[src/hw/rtl/xxh64_pkg.sv]
// Shared constants, types and helpers for the XXH64 stream hash core.
// Used by xxh64_if.sv, xxh64_mul.sv and xxh64_stream_hash_core.sv; no dependencies.

package xxh64_pkg;

    localparam int unsigned WORD_W = 64;
    localparam int unsigned CNT_W  = 4;
    localparam int unsigned HALF_W = 32;

    localparam logic [WORD_W-1:0] PRIME64_1 = 64'h9E3779B185EBCA87;
    localparam logic [WORD_W-1:0] PRIME64_2 = 64'hC2B2AE3D27D4EB4F;
    localparam logic [WORD_W-1:0] PRIME64_3 = 64'h165667B19E3779F9;
    localparam logic [WORD_W-1:0] PRIME64_4 = 64'h85EBCA77C2B2AE63;
    localparam logic [WORD_W-1:0] PRIME64_5 = 64'h27D4EB2F165667C5;

    localparam logic [CNT_W-1:0]  WORD_BYTES      = 4'd8;
    localparam logic [CNT_W-1:0]  HALF_WORD_BYTES = 4'd4;
    localparam logic [2:0]        POS_AFTER_HALF  = 3'd4;
    localparam logic [WORD_W-1:0] WORD_BYTES_64   = 64'd8;
    localparam logic [1:0]        LAST_LANE       = 2'd3;

    // Rotation and shift amounts of the XXH64 rounds
    localparam int unsigned ROT_ROUND = 31;
    localparam int unsigned ROT_TAIL8 = 27;
    localparam int unsigned ROT_TAIL4 = 23;
    localparam int unsigned ROT_TAIL1 = 11;
    localparam int unsigned ROT_CONV0 = 1;
    localparam int unsigned ROT_CONV1 = 7;
    localparam int unsigned ROT_CONV2 = 12;
    localparam int unsigned ROT_CONV3 = 18;
    localparam int unsigned AVA_SHIFT0 = 33;
    localparam int unsigned AVA_SHIFT1 = 29;
    localparam int unsigned AVA_SHIFT2 = 32;

    // Steps of the 64x64 (low half) product on a 32x32 multiplier
    localparam logic [1:0] MUL_STEP_LO   = 2'd0;
    localparam logic [1:0] MUL_STEP_HI_A = 2'd1;
    localparam logic [1:0] MUL_STEP_HI_B = 2'd2;

    typedef struct packed {
        logic              start;
        logic [WORD_W-1:0] a;
        logic [WORD_W-1:0] b;
    } mul_req_t;

    typedef struct packed {
        logic              done;
        logic [WORD_W-1:0] prod;
    } mul_rsp_t;

    typedef enum logic [4:0] {
        ST_IDLE,
        ST_ABSORB,
        ST_RND0,
        ST_RND1,
        ST_RND2,
        ST_FIN_LEN,
        ST_CONV,
        ST_MRG0,
        ST_MRG1,
        ST_MRG2,
        ST_MRG3,
        ST_FIN_ADD,
        ST_TAIL_SEL,
        ST_PND1,
        ST_PND2,
        ST_PND3,
        ST_QRT1,
        ST_QRT2,
        ST_BYTE_SEL,
        ST_BYT1,
        ST_BYT2,
        ST_AVA1,
        ST_AVA2,
        ST_OUT
    } xxh_state_t;

    function automatic logic [WORD_W-1:0] rotl64(input logic [WORD_W-1:0] x,
                                                 input int unsigned r);
        rotl64 = (x << r) | (x >> (WORD_W - r));
    endfunction

endpackage

[src/hw/rtl/xxh64_mul.sv]
// Shared 64x64 multiplier (low 64 bits of the product) built on one 32x32 unit.
// Depends on xxh64_pkg for mul_req_t, mul_rsp_t and the step codes.

module xxh64_mul (
    input  logic                clk,
    input  logic                rst_n,
    input  xxh64_pkg::mul_req_t req,
    output xxh64_pkg::mul_rsp_t rsp
);

    logic                         busy_reg;
    logic                         done_reg;
    logic [1:0]                   step_reg;
    logic [xxh64_pkg::WORD_W-1:0] a_reg;
    logic [xxh64_pkg::WORD_W-1:0] b_reg;
    logic [xxh64_pkg::WORD_W-1:0] acc_reg;

    logic [xxh64_pkg::HALF_W-1:0] op_a;
    logic [xxh64_pkg::HALF_W-1:0] op_b;
    logic [xxh64_pkg::WORD_W-1:0] prod;
    logic [xxh64_pkg::WORD_W-1:0] acc_next;

    // Low x low, then both cross terms into the upper half; high x high drops out
    always_comb
    begin
        op_a = (step_reg == xxh64_pkg::MUL_STEP_HI_A) ? a_reg[63:32] : a_reg[31:0];
        op_b = (step_reg == xxh64_pkg::MUL_STEP_HI_B) ? b_reg[63:32] : b_reg[31:0];
        prod = 64'(op_a) * 64'(op_b);
        if (step_reg == xxh64_pkg::MUL_STEP_LO)
        begin
            acc_next = prod;
        end
        else
        begin
            acc_next = acc_reg + {prod[31:0], 32'b0};
        end
    end

    always_ff @(posedge clk or negedge rst_n)
    begin
        if (!rst_n)
        begin
            busy_reg <= 1'b0;
            done_reg <= 1'b0;
            step_reg <= xxh64_pkg::MUL_STEP_LO;
        end
        else
        begin
            done_reg <= busy_reg && (step_reg == xxh64_pkg::MUL_STEP_HI_B);
            if (busy_reg)
            begin
                if (step_reg == xxh64_pkg::MUL_STEP_HI_B)
                begin
                    busy_reg <= 1'b0;
                    step_reg <= xxh64_pkg::MUL_STEP_LO;
                end
                else
                begin
                    step_reg <= step_reg + 2'd1;
                end
            end
            else if (req.start)
            begin
                busy_reg <= 1'b1;
                step_reg <= xxh64_pkg::MUL_STEP_LO;
            end
        end
    end

    always_ff @(posedge clk)
    begin
        if (!busy_reg && req.start)
        begin
            a_reg <= req.a;
            b_reg <= req.b;
        end
        if (busy_reg)
        begin
            acc_reg <= acc_next;
        end
    end

    assign rsp.done = done_reg;
    assign rsp.prod = acc_reg;

endmodule

[config.mk]
export PLATFORM = sky130hd
export DESIGN_NAME = xxh64_mul
export DESIGN_NICKNAME = d
export VERILOG_FILES = /design/src/hw/rtl/xxh64_pkg.sv /design/src/hw/rtl/xxh64_mul.sv
export SDC_FILE = /design/constraint.sdc
export NUM_CORES = 2
export LEC_CHECK = 0
export BUFFER_PORTS_ARGS = -buffer_cell sky130_fd_sc_hd__buf_2
export CORE_MARGIN = 1
export CORE_UTILIZATION = 26
export DETAILED_ROUTE_END_ITERATION = 8
export HOLD_SLACK_MARGIN = 0.06
export PLACE_DENSITY_LB_ADDON = 0.05
export SETUP_SLACK_MARGIN = 0.15
export SYNTH_ARGS = -nofsm -noshare
export SYNTH_HDL_FRONTEND = slang
export SYNTH_SLANG_ARGS = --single-unit
[constraint.sdc]
create_clock -name clk -period 28 [get_ports clk]
set_input_delay 5.6 -clock clk [delete_from_list [all_inputs] [get_ports clk]]
set_output_delay 5.6 -clock clk [all_outputs]
set_load 0.005 [all_outputs]
==> out/results.ini <==
[setup_path]
max_stage_delay_ps=750
cp_max_fo=42
arrival_ps=11670
rr_worst_depth=35
r2r_slack_ps=16610
end_kind=flip-flop
r2r_start=step_reg[1]
regToRegEndpoint=acc_reg[62]
crit_end=acc_reg[62]
worst_path_most_repeated_cell=fa_1
crit_required_ps=28270
cp-startpoint=step_reg[1]
cp-start-kind=flip-flop
cp_slowest_cell=mux2_2
crit_type=flip-flop to flip-flop

[global_routing]
grt_overflow=0
antenna_found_initial=17
grt_util_all_layers_pct=21.66
grt_max_degree=129
grt_pass1_wl_um=242900
grt_pass1_vias=33020

[clock_tree]
cts_hold_buf=0
path_clk_slew_ps=80
clockBufferDepth=2
h-tree-depth=4
ctsResizeCount=0
tritoncts=done
cts.sinks=196
insertion_delay_ps=560
cts_root_buf=clkbuf_16
numCtsBuffers=17
postCtsSetupBuffers=0

[sta]
setup_viol=0
worstMarginPinSlew_ps=1193
fin_crit_sh_pct=40.69
rsz0062_at_grt=false
maxSlewViolCount=0
relSlewSlack_pct=18.20
skew_ps=32.11
finalSetupTns_ps=0
layout_min_cycle_time_ps=11390
finalHoldViolations=0
fmax_mhz=87.76

[final_layout]
multi_input_area_um2=31270
final_common_cell=fa_1
seq_area_um2=5866
fillCellCount=16680
area_growth_pct=10.11
layout_common_cells=fa_1 (897), inv_1 (884), nand2_1 (729), nor2_1 (396), ha_1 (296)
fin_nets=5717
drive_above_1_share_pct=9.896

[die]
core_um2=156600
die_area_um2=159700
die_x_um=399.6
boundaryPins=196
dieHeight_um=399.6
initial_core_util_pct=26.26
rows=145

[place]
post-dp-hpwl_um=135300
port_buffers=195
place_congestion=0.8571

[drt]
ant_nets=0
drt-pass1-iter-count=5
drc=0
wl_per_cell_um=26.07
drt_iter0_markers=1947
vias=30190
routed_wl_um=168600
viasPerCell=4.669

[synthesis]
synth-async-reset-ratio_pct=2.041
synth_ff_type=edfxtp_1
netlist_area_um2=41110
synth_edf_count=192
yosysWarnings=0
synth_seq_area_share_pct=14.27
ys_types=74
synthCells=4295
syn_nets=5619
syn_avg_cell_area_um2=9.571
ys_ff_latch=196

[status]
outcome=finished, final reports clean

[hold_path]
hold_path.class=flip-flop to flip-flop

[flow_run]
maxCapViolations=0

## cells in the mapped netlist (3+ instances only)
| master | instances | area [um2] |
|---|---|---|
| fa_1 | 897 | 17960 |
| inv_1 | 884 | 3318 |
| nand2_1 | 729 | 2736 |
| nor2_1 | 397 | 1490 |
| ha_1 | 296 | 3704 |
| edfxtp_1 | 192 | 5766 |
| clkbuf_1 | 167 | 626.9 |
| a21oi_1 | 96 | 480.5 |
| a21o_1 | 65 | 488.0 |
| mux2_2 | 62 | 698.2 |
| mux2i_1 | 60 | 600.6 |
| o21ai_0 | 52 | 260.3 |
| xnor2_1 | 49 | 429.2 |
| and2_1 | 45 | 281.5 |
| xor2_1 | 35 | 306.5 |
| nand4_1 | 24 | 150.1 |
| o21bai_1 | 20 | 150.1 |
| nand3_1 | 16 | 80.08 |
| a31oi_1 | 15 | 93.84 |
| buf_2 | 13 | 65.06 |
| and3_1 | 12 | 75.07 |
| buf_1 | 12 | 45.04 |
| nand2b_1 | 11 | 68.82 |
| nor2b_1 | 10 | 62.56 |
| o21ai_1 | 10 | 50.05 |
| a211oi_1 | 8 | 60.06 |
| nor3_1 | 7 | 35.03 |
| o21a_1 | 7 | 52.55 |
| and4_1 | 6 | 52.55 |
| buf_4 | 6 | 45.04 |
| o211ai_1 | 6 | 45.04 |
| a211o_1 | 5 | 43.79 |
| o31a_1 | 5 | 43.79 |
| or2_2 | 5 | 31.28 |
| a21boi_0 | 4 | 30.03 |
| dfrtp_1 | 4 | 100.1 |
| nor4_1 | 4 | 25.02 |
| o22ai_1 | 4 | 25.02 |
| or3_1 | 4 | 25.02 |
| a221o_1 | 3 | 30.03 |
| a221oi_1 | 3 | 26.28 |
| o21ai_2 | 3 | 26.28 |
## metrics by stage
step	instance area, um2	setup slack (ps)	hold WS, ps	utilization, %	cells
3_5_place_dp	44660	16590	645.4	28.53	6432
5_1_grt	45260	16020	696.8	28.91	6464
4_1_cts	45260	16550	663.5	28.91	6464
3_3_place_gp	44660	16630	640.3	28.53	6432
2_1_floorplan	41110	16220	501.3	-	4295
6_report	45270	16610	666.9	28.91	6467
## kinds of logic (layout without fill, tap and decap cells)
family                     after synthesis  after routing  share of synthesized area (%)
AOI/OAI and AO/OA                      335            335                          5.378
xor gates and xnor gates                84             84                          1.790
adders and majority gates             1193           1193                          52.69
buffers and inverters                 1086           1197                          10.09
DFF                                    196            196                          14.27
muxes                                  122            122                          3.159
other                                    0              3                              0
and+or+nand+nor                       1279           1279                          12.63
## area by class of cell
type	instances	share of cell area (%)
Timing Repair Buffer	281	3.610
Tap cell	2058	5.689
Sequential cell	196	12.96
Antenna cell	3	0.01658
Inverter	884	7.330
Multi-Input combinational cell	3013	69.08
Clock inverter	15	0.3732
Clock buffer	17	0.9398
## critical path: cells and delay by family, from the launching register on
family                     cells  cell delay [ps]
AOI/OAI and AO/OA             13             2480
xor gates and xnor gates       2              710
adders and majority gates     10             4620
buffers and inverters          6             1010
DFF                            1              490
muxes                          2              830
and+or+nand+nor                2              850
## how the worst min path moves through the flow
stage | to | from | cells past startpoint
after floorplan | step_reg[0] | step_reg[0] | 1
after global placement | step_reg[0] | step_reg[0] | 1
after detailed placement | step_reg[0] | step_reg[0] | 1
after CTS | step_reg[0] | step_reg[0] | 1
after global routing | step_reg[0] | step_reg[0] | 1
final | step_reg[0] | step_reg[0] | 1
## layer usage
layer	vias up	track usage (%)	part of all wire, %
met5	-	0	0.0077
met4	2	4.710	1.9
met3	106	2.012	4.7
met2	830	35.20	47
met1	16040	31.05	46
li1	13220	-	-
Power is left out: the tool's default activity adds up to more than one toggle a clock period on the data nets, which glitch-free logic cannot reach.
